**src/piu_pkg.sv**
```systemverilog
// ----------------------------------------------------------------------------
// piu_pkg
// Shared types, constants and microcode table for the packed index unpacker.
// ----------------------------------------------------------------------------
`default_nettype none

package piu_pkg;

    localparam int WORD_BITS  = 64;
    localparam int BPOS_W     = 7;
    localparam int CFG_W      = 5;
    localparam int INDEX_W    = 16;
    localparam int POS_OUT_W  = 12;
    localparam int OUT_DATA_W = 32;
    localparam int STEP_W     = 2;

    localparam logic [CFG_W-1:0] CFG_RESET = 5'd4;

    // micro-ops
    localparam logic [1:0] OP_LOAD    = 2'd0;
    localparam logic [1:0] OP_MERGE   = 2'd1;
    localparam logic [1:0] OP_EXTRACT = 2'd2;
    localparam logic [1:0] OP_NOP     = 2'd3;

    // jump conditions
    localparam logic [1:0] COND_ALWAYS = 2'd0;
    localparam logic [1:0] COND_SPILL  = 2'd1;
    localparam logic [1:0] COND_FIT    = 2'd2;
    localparam logic [1:0] COND_NEVER  = 2'd3;

    // program steps
    localparam logic [STEP_W-1:0] STEP_FETCH  = 2'd0;
    localparam logic [STEP_W-1:0] STEP_MERGE  = 2'd1;
    localparam logic [STEP_W-1:0] STEP_UNPACK = 2'd2;
    localparam logic [STEP_W-1:0] STEP_SPARE  = 2'd3;

    typedef struct packed {
        logic [1:0]        op;
        logic [1:0]        cond;
        logic [STEP_W-1:0] jump_target;
        logic [STEP_W-1:0] fall_target;
    } ucode_t;

    typedef struct packed {
        logic in_valid;
        logic out_free;
        logic spill_ok;
        logic fit;
    } seq_stat_t;

    typedef struct packed {
        logic in_ready;
        logic load;
        logic merge;
        logic extract;
        logic save;
    } seq_ctrl_t;

    function automatic ucode_t ucode_rom(input logic [STEP_W-1:0] step);
        ucode_t w;
        unique case (step)
            STEP_FETCH:  w = '{OP_LOAD,    COND_SPILL,  STEP_MERGE,  STEP_UNPACK};
            STEP_MERGE:  w = '{OP_MERGE,   COND_ALWAYS, STEP_UNPACK, STEP_UNPACK};
            STEP_UNPACK: w = '{OP_EXTRACT, COND_FIT,    STEP_UNPACK, STEP_FETCH};
            default:     w = '{OP_NOP,     COND_NEVER,  STEP_FETCH,  STEP_FETCH};
        endcase
        return w;
    endfunction

endpackage

`default_nettype wire

```
**src/packed_index_unpacker_top.sv**
```systemverilog
// ----------------------------------------------------------------------------
// packed_index_unpacker_top
// Unpacks LSB-first fixed-width indices from a stream of 64-bit words.
// ----------------------------------------------------------------------------
// Usage:
//   s_axis carries one 64-bit packed word per transfer. m_axis carries one
//   unpacked entry per transfer: palette index, position in the section,
//   and tlast on the last entry of a section. cfg writes the entry width
//   (1..MAX_WIDTH, 0 acts as 1); a write restarts spill and position.
//   Write cfg only while idle.
// Steps:
//   A word runs one fetch step, one step per entry it completes in the
//   sequencer's unpack loop (about 64/width, 16 at width 4) and one step
//   to save the leftover bits. A merged straddling entry costs its own
//   step. Each step that emits an entry writes it into the output
//   register; a full output register holds the emitting step.
// Reset:
//   Width 4, no spill bits, position 0, output empty.
// Stall:
//   The output register holds its entry until taken; the sequencer waits
//   on the emitting step, no entry is lost or repeated.
// ----------------------------------------------------------------------------
`default_nettype none

module packed_index_unpacker_top #(
    parameter int SECTION_ENTRIES = 4096,
    parameter int MAX_WIDTH       = 16
) (
    input  wire                             clk,
    input  wire                             rst_n,
    input  wire                             cfg_valid,
    output logic                            cfg_ready,
    input  wire  [piu_pkg::CFG_W-1:0]       cfg_data,
    input  wire                             s_axis_tvalid,
    output logic                            s_axis_tready,
    input  wire  [piu_pkg::WORD_BITS-1:0]   s_axis_tdata,   // [63:0] packed_word
    output logic                            m_axis_tvalid,
    input  wire                             m_axis_tready,
    output logic [piu_pkg::OUT_DATA_W-1:0]  m_axis_tdata,   // [15:0] palette_index,
                                                            // [27:16] entry_position
    output logic                            m_axis_tlast    // section_last
);
    import piu_pkg::*;

    localparam int WW     = $clog2(MAX_WIDTH + 1);
    localparam int POS_W  = $clog2(SECTION_ENTRIES);
    localparam int BSUM_W = BPOS_W + 1;
    localparam logic [POS_W-1:0] POS_LAST = POS_W'(SECTION_ENTRIES - 1);

    seq_stat_t stat;
    seq_ctrl_t ctrl;

    logic [CFG_W-1:0]      width_reg,       width_next;
    logic [MAX_WIDTH-1:0]  spill_bits_reg,  spill_bits_next;
    logic [WW-1:0]         spill_count_reg, spill_count_next;
    logic [POS_W-1:0]      pos_cnt_reg,     pos_cnt_next;
    logic [WORD_BITS-1:0]  word_reg,        word_next;
    logic [BPOS_W-1:0]     bpos_reg,        bpos_next;
    logic                  m_valid_reg,     m_valid_next;
    logic [INDEX_W-1:0]    m_index_reg,     m_index_next;
    logic [POS_OUT_W-1:0]  m_pos_reg,       m_pos_next;
    logic                  m_last_reg,      m_last_next;

    logic [WW-1:0]         eff_width;
    logic [MAX_WIDTH-1:0]  mask;
    logic [WORD_BITS-1:0]  shifted;
    logic [MAX_WIDTH-1:0]  merge_val;
    logic [MAX_WIDTH-1:0]  ext_val;
    logic [MAX_WIDTH-1:0]  emit_val;
    logic                  emit;

    piu_sequencer u_seq (
        .clk   (clk),
        .rst_n (rst_n),
        .stat  (stat),
        .ctrl  (ctrl)
    );

    always_comb
    begin
        if (width_reg == '0)
        begin
            eff_width = WW'(1);
        end
        else if (int'(width_reg) > MAX_WIDTH)
        begin
            eff_width = WW'(MAX_WIDTH);
        end
        else
        begin
            eff_width = WW'(width_reg);
        end

        mask      = ~({MAX_WIDTH{1'b1}} << eff_width);
        shifted   = word_reg >> bpos_reg;
        merge_val = (spill_bits_reg | (word_reg[MAX_WIDTH-1:0] << spill_count_reg)) & mask;
        ext_val   = shifted[MAX_WIDTH-1:0] & mask;

        stat.in_valid = s_axis_tvalid;
        stat.out_free = !m_valid_reg || m_axis_tready;
        stat.spill_ok = (spill_count_reg != '0) && (spill_count_reg < eff_width);
        stat.fit      = (BSUM_W'(bpos_reg) + BSUM_W'(eff_width)) <= BSUM_W'(WORD_BITS);

        width_next       = width_reg;
        spill_bits_next  = spill_bits_reg;
        spill_count_next = spill_count_reg;
        pos_cnt_next     = pos_cnt_reg;
        word_next        = word_reg;
        bpos_next        = bpos_reg;
        m_index_next     = m_index_reg;
        m_pos_next       = m_pos_reg;
        m_last_next      = m_last_reg;
        m_valid_next     = m_valid_reg && !m_axis_tready;

        if (ctrl.load)
        begin
            word_next = s_axis_tdata;
            bpos_next = '0;
        end

        if (ctrl.merge)
        begin
            bpos_next = BPOS_W'(eff_width - spill_count_reg);
        end

        if (ctrl.extract)
        begin
            bpos_next = bpos_reg + BPOS_W'(eff_width);
        end

        if (ctrl.save)
        begin
            spill_count_next = WW'(BPOS_W'(WORD_BITS) - bpos_reg);
            spill_bits_next  = shifted[MAX_WIDTH-1:0];
        end

        emit     = ctrl.merge || ctrl.extract;
        emit_val = ctrl.merge ? merge_val : ext_val;
        if (emit)
        begin
            m_valid_next = 1'b1;
            m_index_next = INDEX_W'(emit_val);
            m_pos_next   = POS_OUT_W'(pos_cnt_reg);
            m_last_next  = (pos_cnt_reg == POS_LAST);
            pos_cnt_next = (pos_cnt_reg >= POS_LAST) ? '0 : pos_cnt_reg + 1'b1;
        end

        if (cfg_valid)
        begin
            width_next       = cfg_data;
            spill_bits_next  = '0;
            spill_count_next = '0;
            pos_cnt_next     = '0;
        end
    end

    always_ff @(posedge clk or negedge rst_n)
    begin
        if (!rst_n)
        begin
            width_reg       <= CFG_RESET;
            spill_bits_reg  <= '0;
            spill_count_reg <= '0;
            pos_cnt_reg     <= '0;
            m_valid_reg     <= 1'b0;
        end
        else
        begin
            width_reg       <= width_next;
            spill_bits_reg  <= spill_bits_next;
            spill_count_reg <= spill_count_next;
            pos_cnt_reg     <= pos_cnt_next;
            m_valid_reg     <= m_valid_next;
        end
    end

    always_ff @(posedge clk)
    begin
        word_reg    <= word_next;
        bpos_reg    <= bpos_next;
        m_index_reg <= m_index_next;
        m_pos_reg   <= m_pos_next;
        m_last_reg  <= m_last_next;
    end

    assign cfg_ready     = 1'b1;
    assign s_axis_tready = ctrl.in_ready;
    assign m_axis_tvalid = m_valid_reg;
    assign m_axis_tdata  = {(OUT_DATA_W - INDEX_W - POS_OUT_W)'(0), m_pos_reg, m_index_reg};
    assign m_axis_tlast  = m_last_reg;

endmodule

`default_nettype wire

```
**src/piu_sequencer.sv**
```systemverilog
// ----------------------------------------------------------------------------
// piu_sequencer
// Step counter and microcode table; issues one control word per step.
// ----------------------------------------------------------------------------
`default_nettype none

module piu_sequencer (
    input  wire                 clk,
    input  wire                 rst_n,
    input  piu_pkg::seq_stat_t  stat,
    output piu_pkg::seq_ctrl_t  ctrl
);
    import piu_pkg::*;

    logic [STEP_W-1:0] step_reg;
    logic [STEP_W-1:0] step_next;
    ucode_t            uw;
    logic              cond_hit;
    logic              stall;

    always_comb
    begin
        uw = ucode_rom(step_reg);

        unique case (uw.cond)
            COND_ALWAYS: cond_hit = 1'b1;
            COND_SPILL:  cond_hit = stat.spill_ok;
            COND_FIT:    cond_hit = stat.fit;
            default:     cond_hit = 1'b0;
        endcase

        ctrl = '0;
        unique case (uw.op)
            OP_LOAD:
            begin
                ctrl.in_ready = 1'b1;
                ctrl.load     = stat.in_valid;
                stall         = !stat.in_valid;
            end
            OP_MERGE:
            begin
                ctrl.merge = stat.out_free;
                stall      = !stat.out_free;
            end
            OP_EXTRACT:
            begin
                ctrl.extract = cond_hit && stat.out_free;
                ctrl.save    = !cond_hit;
                stall        = cond_hit && !stat.out_free;
            end
            default:
            begin
                stall = 1'b0;
            end
        endcase

        step_next = step_reg;
        if (!stall)
        begin
            step_next = cond_hit ? uw.jump_target : uw.fall_target;
        end
    end

    always_ff @(posedge clk or negedge rst_n)
    begin
        if (!rst_n)
        begin
            step_reg <= STEP_FETCH;
        end
        else
        begin
            step_reg <= step_next;
        end
    end

endmodule

`default_nettype wire

```
**config.mk**
```make
export PLATFORM = sky130hd
export DESIGN_NAME = packed_index_unpacker_top
export DESIGN_NICKNAME = d
export VERILOG_FILES = /design/src/piu_pkg.sv /design/src/packed_index_unpacker_top.sv /design/src/piu_sequencer.sv
export SDC_FILE = /design/constraint.sdc
export NUM_CORES = 1
export LEC_CHECK = 0
export ABC_AREA = 1
export BUFFER_PORTS_ARGS = -buffer_cell sky130_fd_sc_hd__buf_4
export CAP_MARGIN = 20
export CORE_ASPECT_RATIO = 0.8
export CORE_MARGIN = 3
export CORE_UTILIZATION = 23
export CTS_CLUSTER_DIAMETER = 60
export DETAILED_ROUTE_END_ITERATION = 8
export GPL_TIMING_DRIVEN = 1
export PLACE_DENSITY_LB_ADDON = 0.3
export SYNTH_ARGS = -nofsm -noshare
export SYNTH_HDL_FRONTEND = slang
export SYNTH_SLANG_ARGS = --single-unit
export TNS_END_PERCENT = 10
```
**constraint.sdc**
```tcl
create_clock -name clk -period 7.5 [get_ports clk]
set_input_delay 2.25 -clock clk [delete_from_list [all_inputs] [get_ports clk]]
set_output_delay 2.25 -clock clk [all_outputs]
set_load 0.01 [all_outputs]
```
==> flow_summary.html <==
<table>
<tr><th>Metric</th><th>Value</th></tr>
<tr><th colspan="2">Route</th></tr>
<tr><td>Vias post-DR</td><td>9431</td></tr>
<tr><td>Routed wire length</td><td>33300 µm</td></tr>
<tr><td>Post-detailed-route count of antenna-violating nets</td><td>0</td></tr>
<tr><td>Via density</td><td>4.742</td></tr>
<tr><td>Initial DRT Pass Iterations</td><td>8</td></tr>
<tr><td>Initial DRC Count</td><td>1106</td></tr>
<tr><td>Remaining design rule violation count</td><td>0</td></tr>
<tr><td>Wirelength per Cell</td><td>16.74 µm</td></tr>
<tr><th colspan="2">Clock network</th></tr>
<tr><td>TritonCTS Sinks</td><td>141</td></tr>
<tr><td>Worst-Skew Late Latency</td><td>0.44 ns</td></tr>
<tr><td>Number of cells upsized or downsized after cts</td><td>0</td></tr>
<tr><td>CTS H-tree lvls</td><td>4</td></tr>
<tr><td>Buffer levels on the longest clock path</td><td>2</td></tr>
<tr><td>CTS root buffer</td><td>sky130_fd_sc_hd__clkbuf_16</td></tr>
<tr><td>CTS tree</td><td>built</td></tr>
<tr><td>Post-CTS setup buffer count</td><td>0</td></tr>
<tr><td>Number of hold-repair buffers added at the cts stage</td><td>0</td></tr>
<tr><td>CTS buffer count</td><td>17</td></tr>
<tr><td>CTS clock-pin slew for the worst setup and hold paths</td><td>0.07 ns</td></tr>
<tr><th colspan="2">Die</th></tr>
<tr><td>Initial core utilization</td><td>0.2364</td></tr>
<tr><td>Total die area</td><td>46240 µm²</td></tr>
<tr><td>Area of the core region</td><td>42500 µm²</td></tr>
<tr><td>DIE HEIGHT</td><td>192.9 µm</td></tr>
<tr><td>Number of top-level pins</td><td>110</td></tr>
<tr><td>Chip width</td><td>239.7 µm</td></tr>
<tr><td>Number of rows created at floorplan</td><td>67</td></tr>
<tr><th colspan="2">Final layout</th></tr>
<tr><td># nets final</td><td>1519</td></tr>
<tr><td>Area taken by flip-flops and latches</td><td>4030 µm²</td></tr>
<tr><td>Layout Area Growth over Synthesis</td><td>16.70%</td></tr>
<tr><td>Fraction of layout instances using a drive strength above 1</td><td>0.1413</td></tr>
<tr><td>Area of the multi-input gates</td><td>5181 µm²</td></tr>
<tr><td>Largest register FFs</td><td>64</td></tr>
<tr><td>Number of inserted filler cells in the final layout</td><td>4589</td></tr>
<tr><td>Final antenna diode count</td><td>0</td></tr>
<tr><th colspan="2">Global routing</th></tr>
<tr><td>Initial antenna violation count</td><td>0</td></tr>
<tr><td>Via count of the first global-routing pass</td><td>8908</td></tr>
<tr><td>All-layer global routing usage</td><td>0.1450</td></tr>
<tr><td>Total gr overflow</td><td>0</td></tr>
<tr><td>Largest net degree at the start of global routing</td><td>72</td></tr>
<tr><td>Global-route wire length before repair</td><td>51620 µm</td></tr>
<tr><th colspan="2">Power and ir drop</th></tr>
<tr><td>Leakage power</td><td>5.030 nW</td></tr>
<tr><td>Power per Cell Area</td><td>456.8 nW/µm²</td></tr>
<tr><td>Maximum resistive drop on vdd</td><td>0.2074 mV</td></tr>
<tr><th colspan="2">Setup path</th></tr>
<tr><td>Worst Path Required</td><td>7.65 ns</td></tr>
<tr><td>Kind of capture point of the worst setup path</td><td>flip-flop</td></tr>
<tr><td>Arrival @ worst endpoint</td><td>4.48 ns</td></tr>
<tr><td>Crit-path cells</td><td>buf_4, nor2_1, inv_1, nand2_1, nand2_2, inv_1, nand2_1</td></tr>
<tr><td>Critical path launch point type</td><td>input port</td></tr>
<tr><td>Depth of the worst register-to-register path</td><td>16</td></tr>
<tr><td>Setup CP Type</td><td>in -&gt; reg</td></tr>
<tr><td>CP peak stage delay</td><td>0.72 ns</td></tr>
<tr><td>CP max stage cell</td><td>sky130_fd_sc_hd__nand2_2</td></tr>
<tr><td>Worst-path fanout max</td><td>38</td></tr>
<tr><th colspan="2">Synth</th></tr>
<tr><td>Share of the yosys chip area belonging to registers</td><td>0.4011</td></tr>
<tr><td>Cell variety after synth</td><td>59</td></tr>
<tr><td>Cell count after synthesis</td><td>1366</td></tr>
<tr><td>Number of flip-flops and latches in the synthesized netlist</td><td>141</td></tr>
<tr><td>Netlist Area Pre-Place</td><td>10050 µm²</td></tr>
<tr><td>Ys Warns</td><td>0</td></tr>
<tr><td>Synthesized area per cell</td><td>7.355 µm²</td></tr>
<tr><th colspan="2">Status</th></tr>
<tr><td>Outcome</td><td>finished, final reports clean</td></tr>
<tr><th colspan="2">STA</th></tr>
<tr><td>Final worst-path cycle share</td><td>0.5772</td></tr>
<tr><td>Worst hold slack</td><td>0.4986 ns</td></tr>
<tr><td>Fmax</td><td>0.2310 GHz</td></tr>
<tr><td>Final Skew</td><td>0.01443 ns</td></tr>
<tr><td>Sum of negative setup slack</td><td>0 ns</td></tr>
<tr><td>Setup violation total in the final timing report</td><td>0</td></tr>
<tr><td>Number of pins exceeding their max-slew limit in the final report</td><td>0</td></tr>
<tr><td>Worst-Margin Slew</td><td>0.9129 ns</td></tr>
<tr><td>Hold Violations, Final</td><td>0</td></tr>
<tr><td>Shortest period the worst path allows</td><td>4.329 ns</td></tr>
<tr><td>Slew headroom</td><td>0.3892</td></tr>
<tr><td>Setup repair after global routing missed its margin</td><td>false</td></tr>
<tr><th colspan="2">Min path</th></tr>
<tr><td>Min-delay worst type</td><td>reg -&gt; reg</td></tr>
<tr><td>Hold Crit Depth</td><td>0</td></tr>
<tr><th colspan="2">Flow run</th></tr>
<tr><td>Number of maximum-capacitance constraint violations</td><td>0</td></tr>
<tr><th colspan="2">Place</th></tr>
<tr><td>Number of buffers added on ports</td><td>104</td></tr>
<tr><td>HPWL after detailed placement</td><td>25000 µm</td></tr>
<tr><td>RD Place Congestion</td><td>0.9008</td></tr>
</table>
through the flow:
step | area [µm²] | setup WS (ns) | total power, mW | util | cells
floorplan | 10060 | 3.516 | 3.533 | - | 1369
global placement | 11150 | 2.769 | 4.472 | 0.2623 | 1957
detailed placement | 11150 | 2.704 | 4.474 | 0.2623 | 1957
CTS | 11730 | 3.189 | 5.337 | 0.2759 | 1989
global route | 11730 | 2.948 | 5.818 | 0.2759 | 1989
finish | 11730 | 3.171 | 5.356 | 0.2759 | 1989
Yosys cell counts (all sizes together):
cell type / n / share of area
nand2: 429 / 0.17
o21ai: 160 / 0.083
nand3: 150 / 0.076
nor2: 108 / 0.041
edfxtp: 100 / 0.30
inv: 100 / 0.038
buf: 51 / 0.035
a21oi: 40 / 0.021
dfrtp: 40 / 0.10
clkbuf: 27 / 0.010
or2: 26 / 0.016
ha: 19 / 0.024
o211ai: 16 / 0.012
mux2i: 13 / 0.013
nand4: 12 / 0.0090
o22ai: 10 / 0.0062
nor3: 8 / 0.0045
o21a: 8 / 0.0060
xor2: 8 / 0.0070
and2: 7 / 0.0044
a31oi: 5 / 0.0031
o2111ai: 4 / 0.0035
clkinv: 3 / 0.0011
o221ai: 3 / 0.0026
conb: 2 / 0.00075
fa: 2 / 0.0040
o31ai: 2 / 0.0020
a211oi: 1 / 0.00075
a21boi: 1 / 0.00075
a22o: 1 / 0.00087
a22oi: 1 / 0.00075
a311oi: 1 / 0.00087
dfstp: 1 / 0.0026
nor3b: 1 / 0.00075
nor4: 1 / 0.0012
o21ba: 1 / 0.0010
o21bai: 1 / 0.00075
o311ai: 1 / 0.00087
o41ai: 1 / 0.00087
xnor2: 1 / 0.00087
layout make-up:
type	count	area share
timing repair buffer	114	0.07299
multi-input combinational	1047	0.4419
inverter	103	0.03340
sequential	141	0.3437
clock inverter	14	0.01249
tap	552	0.05891
clock buffer	18	0.03660
layer usage:
metal	wire length (µm)	vias to the layer above	GRT usage
met5	0	-	0
met4	328	0	0.03603
met3	2371	20	0.03641
met2	13800	281	0.2077
met1	16800	4442	0.2161
li1	-	4688	-
power by group:
part           internal [mW]  switching, mW  leakage, nW
clock                  0.489          0.358        0.268
combinational          0.971           2.24         3.27
sequential              1.14          0.160         1.50
cells in the final DEF, fill, tap and decap left out, drive strengths merged, types with 2 or more instances in the layout:
cell type	Yosys	final
fa	2	2
a31oi	5	5
o21a	8	8
a21oi	40	40
mux2i	13	13
buf	51	114
inv	100	101
o21ai	160	160
nor2	108	108
o221ai	3	3
clkinvlp	0	4
clkbuf	27	18
nand4	12	12
edfxtp	100	100
o31ai	2	2
ha	19	19
dfrtp	40	40
o22ai	10	10
nand2	429	429
nor3	8	8
and2	7	7
nand3	150	150
bufinv	0	2
xor2	8	8
conb	2	5
or2	26	26
o2111ai	4	4
clkinv	3	10
o211ai	16	16
path summary, 6_finish.rpt:
check	start	end	slack [ns]
worst min-delay path	pos_cnt_reg[11]	m_pos_reg[11]	0.50
worst min register to register	pos_cnt_reg[11]	m_pos_reg[11]	0.50
worst max register to register	width_reg[4]	bpos_reg[4]	3.43
max in group asynchronous	rst_n	spill_bits_reg[3]	5.29
worst max-delay path	m_axis_tready	bpos_reg[4]	3.17
min in group asynchronous	rst_n	pos_cnt_reg[6]	1.81
logic make-up after synthesis:
family,Yosys count,synth area share
fa+ha+maj,21,0.02765
compound gates,257,0.1466
simple gates,742,0.3186
xor+xnor,9,0.007846
buf+inv,181,0.08456
flops,141,0.4011
other cells,2,0.0007475
mux,13,0.01295
worst max-delay path: cells and delay by family:
| kind | cells | cell delay, ns |
|---|---|---|
| simple gates | 4 | 1.73 |
| buf+inv | 3 | 0.48 |
Power figures use the tool's default switching activity.
